### src/rtl/core/fga_pkg.sv
// shared types and constants for the fuzzy grade alu
`default_nettype none
package fga_pkg;

    localparam int FRAC_BITS = 8;
    localparam int GRADE_W   = 15;
    localparam int CMD_W     = 5;
    localparam int CNT_W     = 2;
    localparam int STAT_W    = 3;
    localparam int PROD_W    = 2 * GRADE_W;
    // one restoring step per quotient bit
    localparam int QUOT_STEPS = GRADE_W;

    localparam logic [GRADE_W-1:0] FULL_SCALE = GRADE_W'(100 << FRAC_BITS);

    typedef enum logic [CMD_W-1:0] {
        CMD_GT      = 5'd0,
        CMD_EQ      = 5'd1,
        CMD_NE      = 5'd2,
        CMD_LT      = 5'd3,
        CMD_GE      = 5'd4,
        CMD_LE      = 5'd5,
        CMD_ADD     = 5'd6,
        CMD_SUB     = 5'd7,
        CMD_MUL     = 5'd8,
        CMD_DIV     = 5'd9,
        CMD_MIN     = 5'd10,
        CMD_MAX     = 5'd11,
        CMD_ABSDIF  = 5'd12,
        CMD_NOT     = 5'd13,
        CMD_NOTMIN  = 5'd14,
        CMD_NOR     = 5'd15,
        CMD_SELECT  = 5'd16,
        CMD_GATE    = 5'd17,
        CMD_PASS    = 5'd18,
        CMD_NONZERO = 5'd19,
        CMD_BOTHNZ  = 5'd20
    } t_cmd;

    typedef enum logic [STAT_W-1:0] {
        STAT_OK      = 3'd0,
        STAT_DIV0    = 3'd1,
        STAT_SAT     = 3'd2,
        STAT_FEW     = 3'd3,
        STAT_UNKNOWN = 3'd4
    } t_status;

    // item as it moves down the chain of division cells
    typedef struct packed {
        logic [GRADE_W-1:0] rem;       // partial remainder
        logic [GRADE_W-1:0] nlow;      // numerator bits still to shift, quotient shifts in
        logic [GRADE_W-1:0] divisor;
        logic               use_quot;  // result is the quotient
        logic [GRADE_W-1:0] grade;     // result when not from the quotient
        t_status            status;
    } t_stage;

endpackage
`default_nettype wire

### src/rtl/core/fga_front.sv
// operand decode, direct results and the single multiply ahead of the cell chain
`default_nettype none
module fga_front (
    input  wire logic                          i_clk,
    input  wire logic                          i_rst_n,
    input  wire logic                          i_vld,
    output logic                               o_rdy,
    input  wire logic [fga_pkg::CMD_W-1:0]     i_cmd,
    input  wire logic [fga_pkg::CNT_W-1:0]     i_cnt,
    input  wire logic [fga_pkg::GRADE_W-1:0]   i_a,
    input  wire logic [fga_pkg::GRADE_W-1:0]   i_b,
    input  wire logic [fga_pkg::GRADE_W-1:0]   i_c,
    output logic                               o_vld,
    input  wire logic                          i_rdy,
    output fga_pkg::t_stage                    o_stage
);

    logic                          r_vld;
    fga_pkg::t_stage               r_stage;
    fga_pkg::t_stage               n_stage;

    logic [fga_pkg::GRADE_W-1:0]   a_s;
    logic [fga_pkg::GRADE_W-1:0]   b_s;
    logic [fga_pkg::GRADE_W-1:0]   c_s;
    logic [fga_pkg::GRADE_W-1:0]   lo;
    logic [fga_pkg::GRADE_W-1:0]   hi;
    logic [fga_pkg::GRADE_W:0]     sum;
    logic [fga_pkg::GRADE_W-1:0]   mul_b;
    logic [fga_pkg::PROD_W-1:0]    prod;
    logic [fga_pkg::CNT_W-1:0]     need;
    logic                          is_div;
    fga_pkg::t_cmd                 cmd;

    assign cmd    = fga_pkg::t_cmd'(i_cmd);
    assign a_s    = (i_a > fga_pkg::FULL_SCALE) ? fga_pkg::FULL_SCALE : i_a;
    assign b_s    = (i_b > fga_pkg::FULL_SCALE) ? fga_pkg::FULL_SCALE : i_b;
    assign c_s    = (i_c > fga_pkg::FULL_SCALE) ? fga_pkg::FULL_SCALE : i_c;
    assign lo     = (a_s < b_s) ? a_s : b_s;
    assign hi     = (a_s < b_s) ? b_s : a_s;
    assign sum    = {1'b0, a_s} + {1'b0, b_s};
    assign is_div = (cmd == fga_pkg::CMD_DIV);

    // multiply gives a*b for the product or a*full for the quotient
    assign mul_b = is_div ? fga_pkg::FULL_SCALE : b_s;
    assign prod  = {{fga_pkg::GRADE_W{1'b0}}, a_s} * {{fga_pkg::GRADE_W{1'b0}}, mul_b};

    always_comb begin
        case (cmd)
            fga_pkg::CMD_NOT, fga_pkg::CMD_PASS, fga_pkg::CMD_NONZERO: need = 2'd1;
            fga_pkg::CMD_SELECT: need = 2'd3;
            default: need = 2'd2;
        endcase
    end

    always_comb begin
        n_stage.rem      = prod[fga_pkg::PROD_W-1:fga_pkg::GRADE_W];
        n_stage.nlow     = prod[fga_pkg::GRADE_W-1:0];
        n_stage.divisor  = is_div ? b_s : fga_pkg::FULL_SCALE;
        n_stage.use_quot = 1'b0;
        n_stage.grade    = '0;
        n_stage.status   = fga_pkg::STAT_OK;
        if (i_cmd > fga_pkg::CMD_BOTHNZ) begin
            n_stage.status = fga_pkg::STAT_UNKNOWN;
        end else if (i_cnt < need) begin
            n_stage.status = fga_pkg::STAT_FEW;
        end else begin
            case (cmd)
                fga_pkg::CMD_GT: n_stage.grade = (a_s > b_s) ? fga_pkg::FULL_SCALE : '0;
                fga_pkg::CMD_EQ: n_stage.grade = (a_s == b_s) ? fga_pkg::FULL_SCALE : '0;
                fga_pkg::CMD_NE: n_stage.grade = (a_s != b_s) ? fga_pkg::FULL_SCALE : '0;
                fga_pkg::CMD_LT: n_stage.grade = (a_s < b_s) ? fga_pkg::FULL_SCALE : '0;
                fga_pkg::CMD_GE: n_stage.grade = (a_s >= b_s) ? fga_pkg::FULL_SCALE : '0;
                fga_pkg::CMD_LE: n_stage.grade = (a_s <= b_s) ? fga_pkg::FULL_SCALE : '0;
                fga_pkg::CMD_ADD: begin
                    n_stage.grade = (sum > {1'b0, fga_pkg::FULL_SCALE}) ?
                                    fga_pkg::FULL_SCALE : sum[fga_pkg::GRADE_W-1:0];
                end
                fga_pkg::CMD_SUB: n_stage.grade = (a_s > b_s) ? a_s - b_s : '0;
                fga_pkg::CMD_MUL: n_stage.use_quot = 1'b1;
                fga_pkg::CMD_DIV: begin
                    // a above b always gives a quotient above full scale
                    if (b_s == '0) begin
                        n_stage.status = fga_pkg::STAT_DIV0;
                    end else if (a_s > b_s) begin
                        n_stage.grade  = fga_pkg::FULL_SCALE;
                        n_stage.status = fga_pkg::STAT_SAT;
                    end else begin
                        n_stage.use_quot = 1'b1;
                    end
                end
                fga_pkg::CMD_MIN:    n_stage.grade = lo;
                fga_pkg::CMD_MAX:    n_stage.grade = hi;
                fga_pkg::CMD_ABSDIF: n_stage.grade = hi - lo;
                fga_pkg::CMD_NOT:    n_stage.grade = fga_pkg::FULL_SCALE - a_s;
                fga_pkg::CMD_NOTMIN: n_stage.grade = fga_pkg::FULL_SCALE - lo;
                fga_pkg::CMD_NOR:    n_stage.grade = fga_pkg::FULL_SCALE - hi;
                fga_pkg::CMD_SELECT: n_stage.grade = (a_s != '0) ? b_s : c_s;
                fga_pkg::CMD_GATE:   n_stage.grade = (a_s != '0) ? b_s : '0;
                fga_pkg::CMD_PASS:   n_stage.grade = a_s;
                fga_pkg::CMD_NONZERO: begin
                    n_stage.grade = (a_s != '0) ? fga_pkg::FULL_SCALE : '0;
                end
                default: begin
                    n_stage.grade = (a_s != '0 && b_s != '0) ? fga_pkg::FULL_SCALE : '0;
                end
            endcase
        end
    end

    assign o_rdy = !r_vld || i_rdy;

    always_ff @(posedge i_clk) begin
        if (!i_rst_n) begin
            r_vld <= 1'b0;
        end else if (o_rdy) begin
            r_vld <= i_vld;
        end
        if (o_rdy && i_vld) begin
            r_stage <= n_stage;
        end
    end

    assign o_vld   = r_vld;
    assign o_stage = r_stage;

endmodule
`default_nettype wire

### src/rtl/core/fga_cell.sv
// one restoring division step with its own item register
`default_nettype none
module fga_cell (
    input  wire logic       i_clk,
    input  wire logic       i_rst_n,
    input  wire logic       i_vld,
    output logic            o_rdy,
    input  wire fga_pkg::t_stage i_stage,
    output logic            o_vld,
    input  wire logic       i_rdy,
    output fga_pkg::t_stage o_stage
);

    logic                        r_vld;
    fga_pkg::t_stage             r_stage;
    fga_pkg::t_stage             n_stage;
    logic [fga_pkg::GRADE_W:0]   trial;
    logic [fga_pkg::GRADE_W:0]   diff;
    logic                        q_bit;

    // bring down the next numerator bit and try the divisor
    assign trial = {i_stage.rem, i_stage.nlow[fga_pkg::GRADE_W-1]};
    assign diff  = trial - {1'b0, i_stage.divisor};
    assign q_bit = (trial >= {1'b0, i_stage.divisor});

    always_comb begin
        n_stage      = i_stage;
        n_stage.rem  = q_bit ? diff[fga_pkg::GRADE_W-1:0] : trial[fga_pkg::GRADE_W-1:0];
        n_stage.nlow = {i_stage.nlow[fga_pkg::GRADE_W-2:0], q_bit};
    end

    assign o_rdy = !r_vld || i_rdy;

    always_ff @(posedge i_clk) begin
        if (!i_rst_n) begin
            r_vld <= 1'b0;
        end else if (o_rdy) begin
            r_vld <= i_vld;
        end
        if (o_rdy && i_vld) begin
            r_stage <= n_stage;
        end
    end

    assign o_vld   = r_vld;
    assign o_stage = r_stage;

endmodule
`default_nettype wire

### src/rtl/core/fuzzy_grade_alu_core.sv
// top level of the fuzzy grade alu: decode stage followed by a chain of division cells
//
// channel   dir   handshake                    payload
// s         in    i_s_tvalid / o_s_tready      i_s_tdata: cmd, count, a, b, c
// m         out   o_m_tvalid / i_m_tready      o_m_tdata: grade, status
//
// one item enters per cycle while the output is not stalled; every item passes the decode
// stage and fifteen division cells whatever the command
// the chain of one-bit restoring cells sets the latency, one quotient bit per cell
// synchronous active-low reset empties every stage
// each stage holds its item only while the one after it is full and stalled,
// so bubbles close up and input is taken while a result waits at the output
`default_nettype none
module fuzzy_grade_alu_core (
    input  wire logic        i_clk,
    input  wire logic        i_rst_n,
    input  wire logic        i_s_tvalid,
    output logic             o_s_tready,
    input  wire logic [55:0] i_s_tdata,   // command[4:0], operand_count[6:5], operand_a[21:7],
                                          // operand_b[36:22], operand_c[51:37], zero pad
    output logic             o_m_tvalid,
    input  wire logic        i_m_tready,
    output logic [23:0]      o_m_tdata    // grade_out[14:0], status[17:15], zero pad
);

    logic            w_vld [0:fga_pkg::QUOT_STEPS];
    logic            w_rdy [0:fga_pkg::QUOT_STEPS];
    fga_pkg::t_stage w_stage [0:fga_pkg::QUOT_STEPS];
    fga_pkg::t_stage last;

    fga_front u_front (
        .i_clk   (i_clk),
        .i_rst_n (i_rst_n),
        .i_vld   (i_s_tvalid),
        .o_rdy   (o_s_tready),
        .i_cmd   (i_s_tdata[4:0]),
        .i_cnt   (i_s_tdata[6:5]),
        .i_a     (i_s_tdata[21:7]),
        .i_b     (i_s_tdata[36:22]),
        .i_c     (i_s_tdata[51:37]),
        .o_vld   (w_vld[0]),
        .i_rdy   (w_rdy[0]),
        .o_stage (w_stage[0])
    );

    for (genvar k = 0; k < fga_pkg::QUOT_STEPS; k++) begin : g_cell
        fga_cell u_cell (
            .i_clk   (i_clk),
            .i_rst_n (i_rst_n),
            .i_vld   (w_vld[k]),
            .o_rdy   (w_rdy[k]),
            .i_stage (w_stage[k]),
            .o_vld   (w_vld[k+1]),
            .i_rdy   (w_rdy[k+1]),
            .o_stage (w_stage[k+1])
        );
    end

    assign last = w_stage[fga_pkg::QUOT_STEPS];
    assign w_rdy[fga_pkg::QUOT_STEPS] = i_m_tready;
    assign o_m_tvalid = w_vld[fga_pkg::QUOT_STEPS];
    // after the last cell the shifted numerator field holds the quotient
    assign o_m_tdata  = {6'd0, last.status, last.use_quot ? last.nlow : last.grade};

    a_grade_in_range : assert property (@(posedge i_clk) disable iff (!i_rst_n)
        o_m_tvalid |-> o_m_tdata[14:0] <= fga_pkg::FULL_SCALE)
        else $error("result grade above full scale");

    a_sat_is_full : assert property (@(posedge i_clk) disable iff (!i_rst_n)
        (o_m_tvalid && o_m_tdata[17:15] == fga_pkg::STAT_SAT)
            |-> o_m_tdata[14:0] == fga_pkg::FULL_SCALE)
        else $error("saturated quotient not at full scale");

    a_err_zero : assert property (@(posedge i_clk) disable iff (!i_rst_n)
        (o_m_tvalid && (o_m_tdata[17:15] == fga_pkg::STAT_DIV0 ||
                        o_m_tdata[17:15] == fga_pkg::STAT_FEW ||
                        o_m_tdata[17:15] == fga_pkg::STAT_UNKNOWN))
            |-> o_m_tdata[14:0] == '0)
        else $error("error status with nonzero grade");

    a_stall_source : assert property (@(posedge i_clk) disable iff (!i_rst_n)
        !o_s_tready |-> (o_m_tvalid && !i_m_tready))
        else $error("input stalled while output side is free");

    a_reset_empty : assert property (@(posedge i_clk)
        !i_rst_n |=> !o_m_tvalid)
        else $error("output valid straight after reset");

endmodule
`default_nettype wire
### config.mk
export PLATFORM = sky130hd
export DESIGN_NAME = fuzzy_grade_alu_core
export DESIGN_NICKNAME = d
export VERILOG_FILES = /design/src/rtl/core/fga_pkg.sv /design/src/rtl/core/fga_front.sv /design/src/rtl/core/fga_cell.sv /design/src/rtl/core/fuzzy_grade_alu_core.sv
export SDC_FILE = /design/constraint.sdc
export NUM_CORES = 2
export LEC_CHECK = 0
export BUFFER_PORTS_ARGS = -buffer_cell sky130_fd_sc_hd__clkbuf_2
export CAP_MARGIN = 5
export CORE_MARGIN = 2
export CORE_UTILIZATION = 48
export CTS_CLUSTER_SIZE = 14
export DETAILED_ROUTE_END_ITERATION = 8
export PLACE_DENSITY = 0.7
export SLEW_MARGIN = 5
export SYNTH_ARGS = -nofsm -noshare
export SYNTH_HDL_FRONTEND = slang
export SYNTH_HIERARCHICAL = 1
export SYNTH_SLANG_ARGS = --single-unit
export TNS_END_PERCENT = 1
### constraint.sdc
create_clock -name i_clk -period 7.4 [get_ports i_clk]
set_input_delay 0.37 -clock i_clk [delete_from_list [all_inputs] [get_ports i_clk]]
set_output_delay 0.37 -clock i_clk [all_outputs]
set_load 0.05 [all_outputs]
Word-level counts from Yosys, hierarchy flattened
Index checks and enable logic that the tools add are counted.
{"block": "classes", "n_eq_ne": 21, "n_reduce_logical": 55, "n_mul": 1, "addsub": 20, "n_lt_le_gt_ge": 25, "muxes": 42}
{"op": "two-way mux 15 bit", "n": 33}
{"op": "case mux 15 bit (20 select lines)", "n": 1}
{"op": ">= comparator 16 x 15 -> 1 bit", "n": 15}
{"op": "subtractor 15 bit", "n": 16}
{"op": "greater-than comparator 15 bit (second input constant)", "n": 3}
{"op": "subtractor 15 bit (first input constant)", "n": 3}
{"op": "equality test 5 x 4 -> 1 bit (second input constant)", "n": 8}
{"op": "multiplier 15 x 15 -> 30 bit", "n": 1}
{"op": "nonzero test 15 bit", "n": 2}
{"op": "equality test 5 x 3 -> 1 bit (second input constant)", "n": 4}
{"op": "equality test 5 bit (second input constant)", "n": 4}
{"op": "two-way mux 18 bit", "n": 1}
{"op": "logical AND 1 bit", "n": 17}
{"op": "adder 15 x 15 -> 16 bit", "n": 1}
{"op": "greater-than comparator 16 x 15 -> 1 bit (second input constant)", "n": 1}
{"op": "logical NOT 1 bit", "n": 16}
{"op": "logical OR 1 bit", "n": 16}
{"op": "two-way mux 16 bit", "n": 1}
{"op": "equality test 15 bit", "n": 1}
{"op": ">= comparator 15 bit", "n": 1}
{"op": "greater-than comparator 15 bit", "n": 1}
{"op": "<= comparator 15 bit", "n": 1}
{"op": "logical NOT 15 bit", "n": 1}
{"op": "< comparator 15 bit", "n": 1}
{"op": "other kinds (12)", "n": 15}
{"block": "word_totals", "input_bits": 60, "regBits": 1010, "out_inout_bits": 26, "elab_cells": 274}

Depth between registers and ports, before layout
{"block": "logic_depth", "depth_word": 18, "depth_mapped": 29, "depth_no_buf": 26}

By module
The synthesis kept the hierarchy.
{"mod": "fga_cell at g_cell[0].u_cell ...", "cells_each": 208, "instances": 12, "area_each_um2": 3015.4, "seq_area_each_um2": 1941.9}
{"mod": "fga_front", "cells_each": 1637, "instances": 1, "area_each_um2": 13514.2, "seq_area_each_um2": 1941.9}
{"mod": "fga_cell at g_cell[3].u_cell", "cells_each": 211, "instances": 1, "area_each_um2": 3044.2, "seq_area_each_um2": 1941.9}
{"mod": "fga_cell at g_cell[1].u_cell", "cells_each": 201, "instances": 1, "area_each_um2": 3031.7, "seq_area_each_um2": 1941.9}
{"mod": "fga_cell at g_cell[2].u_cell", "cells_each": 198, "instances": 1, "area_each_um2": 2970.3, "seq_area_each_um2": 1941.9}
{"mod": "fuzzy_grade_alu_core", "cells_each": 24, "instances": 1, "area_each_um2": 286.5, "seq_area_each_um2": 0.0}

Least setup slack after synthesis
No wires, ideal clock.
{"block": "synth_path", "path_kind": "input port to flip-flop", "start": "input i_s_tdata[2]", "end": "register u_front.r_stage, in the netlist u_front/o_stage[62] (data pin)", "required_time_ns": 7.142, "arrival_ns": 7.249, "setup_time_ns": 0.258, "slack_ns": -0.107, "path_stages": 29, "path_buffers": 4, "path_cell_list": "clkbuf_1 or3b_2 or2_2 clkbuf_1 clkbuf_1 nand2_1 clkbuf_1 nor2_1 fa_1 inv_1 fa_1 inv_1 fa_1 inv_1 fa_1 inv_1 fa_1 inv_1 fa_1 inv_1 ha_1 and2_1 a211oi_1 o21ba_2 o31ai_1 a2111oi_0 o21bai_1 a21oi_1 xnor2_1"}
{"item": "from (decl)", "line_no": "fuzzy_grade_alu_core.sv:19", "rtl": "input wire logic [55:0] i_s_tdata,"}
{"item": "to (signal assigned)", "line_no": "fga_front.sv:119", "rtl": "r_stage <= n_stage;"}
{"item": "to (decl)", "line_no": "fga_front.sv:19", "rtl": "fga_pkg::t_stage r_stage;"}

==> impl_metrics.json <==
{
  "num_vias": 36000,
  "antenna_found_initial": 2,
  "hold_class": "input pin to flop",
  "overflow": 0,
  "place.gp.congestion": 0.974,
  "min_period_over_period": 0.890,
  "nets": 5431,
  "rows": 127,
  "final_cell_mix": "edfxtp_1 (994), inv_1 (571), ha_1 (352), nand2_1 (287), nor2_1 (257)",
  "worstPathArrival_ns": 7.01,
  "synth_warnings": 6,
  "grt_max_degree": 65,
  "die_w_um": 350,
  "wirelength_mm": 124,
  "hpwlAfterDp_mm": 95.1,
  "worstMarginPinSlew_ns": 1.28,
  "drc_errors": 0,
  "ir_drop_mv": 0.366,
  "firstDrtPassIters": 6,
  "grt_pass1_vias": 35500,
  "cts.sinks": 1010,
  "die-area_um2": 123000,
  "clk_pin_slew_ns": 0.06,
  "ff2ff_path_depth": 18,
  "clock_tree.root_cell": "clkbuf_16",
  "ant_nets": 0,
  "whs_path_depth": 2,
  "numCtsBuffers": 101,
  "fill_cells": 10100,
  "grt_usage": 0.203,
  "mostFrequentLayoutCell": "edfxtp_1",
  "max_cap_viol_count": 0,
  "cp.required_ns": 7.82,
  "port-buffer-count": 75,
  "rsz0062_at_grt": "false",
  "cts_tree": "yes",
  "leakage_nw": 25.1,
  "crit_type": "input pin to flop",
  "max_freq_ghz": 0.152,
  "avgSynthCellArea_um2": 12.4,
  "insertion_delay_ns": 0.69,
  "fin_crit_ns": 6.59,
  "post_cts_resized": 0,
  "drt-vias-per-instance": 5.51,
  "maxSlewHeadroom": 0.143,
  "postCtsSetupBuffers": 0,
  "layout-drive-gt1-share": 0.112,
  "cp-start-kind": "input pin",
  "finalSetupTns_ns": 0,
  "num_io_pins": 86,
  "grt_pass1_wl_mm": 196,
  "antenna_cells": 0,
  "ctsHoldBuffers": 2,
  "syn_to_final_growth_pct": 10.2,
  "final_util": 0.531,
  "skew_ns": 0.0340,
  "fp.dieH_um": 350,
  "cp_max_fo": 35,
  "core_um2": 119000,
  "syn_area_um2": 57500,
  "setup_violations": 0,
  "routedWlPerCell_um": 19.0,
  "cts.path.max_buffers": 3,
  "finalMaxSlewViolations": 0,
  "initial_utilization": 0.482,
  "timing.critical_path.to_type": "flop",
  "synth_cells": 4658,
  "p_per_area_nw_per_um2": 253,
  "drtIter0Drc": 2760,
  "ctsHtreeMaxLevel": 3,
  "status": "complete, no violations",
  "hold_violations": 0
}
==> routing by layer <==
layer,global-route usage,part of all wire
met1,0.262,0.43
met2,0.349,0.49
met3,0.0257,0.047
met4,0.0744,0.034
met5,0,0.00010
==> where the power goes <==
part           leakage [nW]  internal (mW)  total, mW  switching [mW]
Sequential             9.12           6.58       6.66          0.0783
Combinational          14.4           1.94       4.40            2.46
Clock                  1.59           2.91       5.02            2.11
==> state kept, by name, indices dropped and copies added, names as in the netlist <==
| register | cells |
|---|---|
| g_cell.u_cell/o_stage | 930 |
| g_cell.u_cell/o_vld | 15 |
| u_front/o_stage | 64 |
| u_front/o_vld | 1 |
==> layout make-up <==
type,count,area [µm²],area share
clock buffers,128,2690,0.0424
clock inverters,59,612,0.00965
inverters,581,2180,0.0344
multi-input cells,2941,24400,0.385
flip-flops and latches,1010,30200,0.476
well taps,1612,2020,0.0318
repair buffers,200,1330,0.0210
==> worst max-delay path: stages <==
cell and delay [ns]:
clkbuf_2 0.09, or3b_2 0.49, or2_2 0.41, buf_4 0.28, nand2_1 0.34, nand2_1 0.13, fa_1 0.51, inv_1 0.06
fa_1 0.55, fa_1 0.45, fa_1 0.49, fa_1 0.52, fa_1 0.42, ha_1 0.30, a21o_1 0.18, a21oi_1 0.21
nand2_1 0.08, a21oi_1 0.32, nor2_1 0.14, a21oi_1 0.22, nor2b_1 0.19, o21bai_1 0.10, xor2_1 0.14
==> final timing paths <==
check                               startpoint                           end  slack (ns)
hold / removal                         i_rst_n        g_cell[2].u_cell/o_vld        0.20
hold reg to reg   g_cell[7].u_cell/o_stage[44]  g_cell[8].u_cell/o_stage[45]        0.39
setup reg to reg       g_cell[14].u_cell/o_vld            u_front/o_stage[7]        3.26
setup / recovery                  i_s_tdata[2]           u_front/o_stage[59]        0.81
==> stage by stage <==
step | cells | setup slack [ns] | area (µm²) | hold WS (ns) | power, mW
after global placement | 6342 | 0.174 | 60100 | 0.400 | 11.1
final | 6531 | 0.813 | 63400 | 0.201 | 16.1
after CTS | 6531 | 0.865 | 63400 | 0.166 | 16.2
after detailed placement | 6342 | 0.162 | 60100 | 0.405 | 11.2
after floorplan | 4663 | 0.0131 | 57600 | 0.400 | 10.1
after global routing | 6531 | 0.458 | 63400 | 0.222 | 17.0
Note: power is estimated with default switching activity, not from simulation.
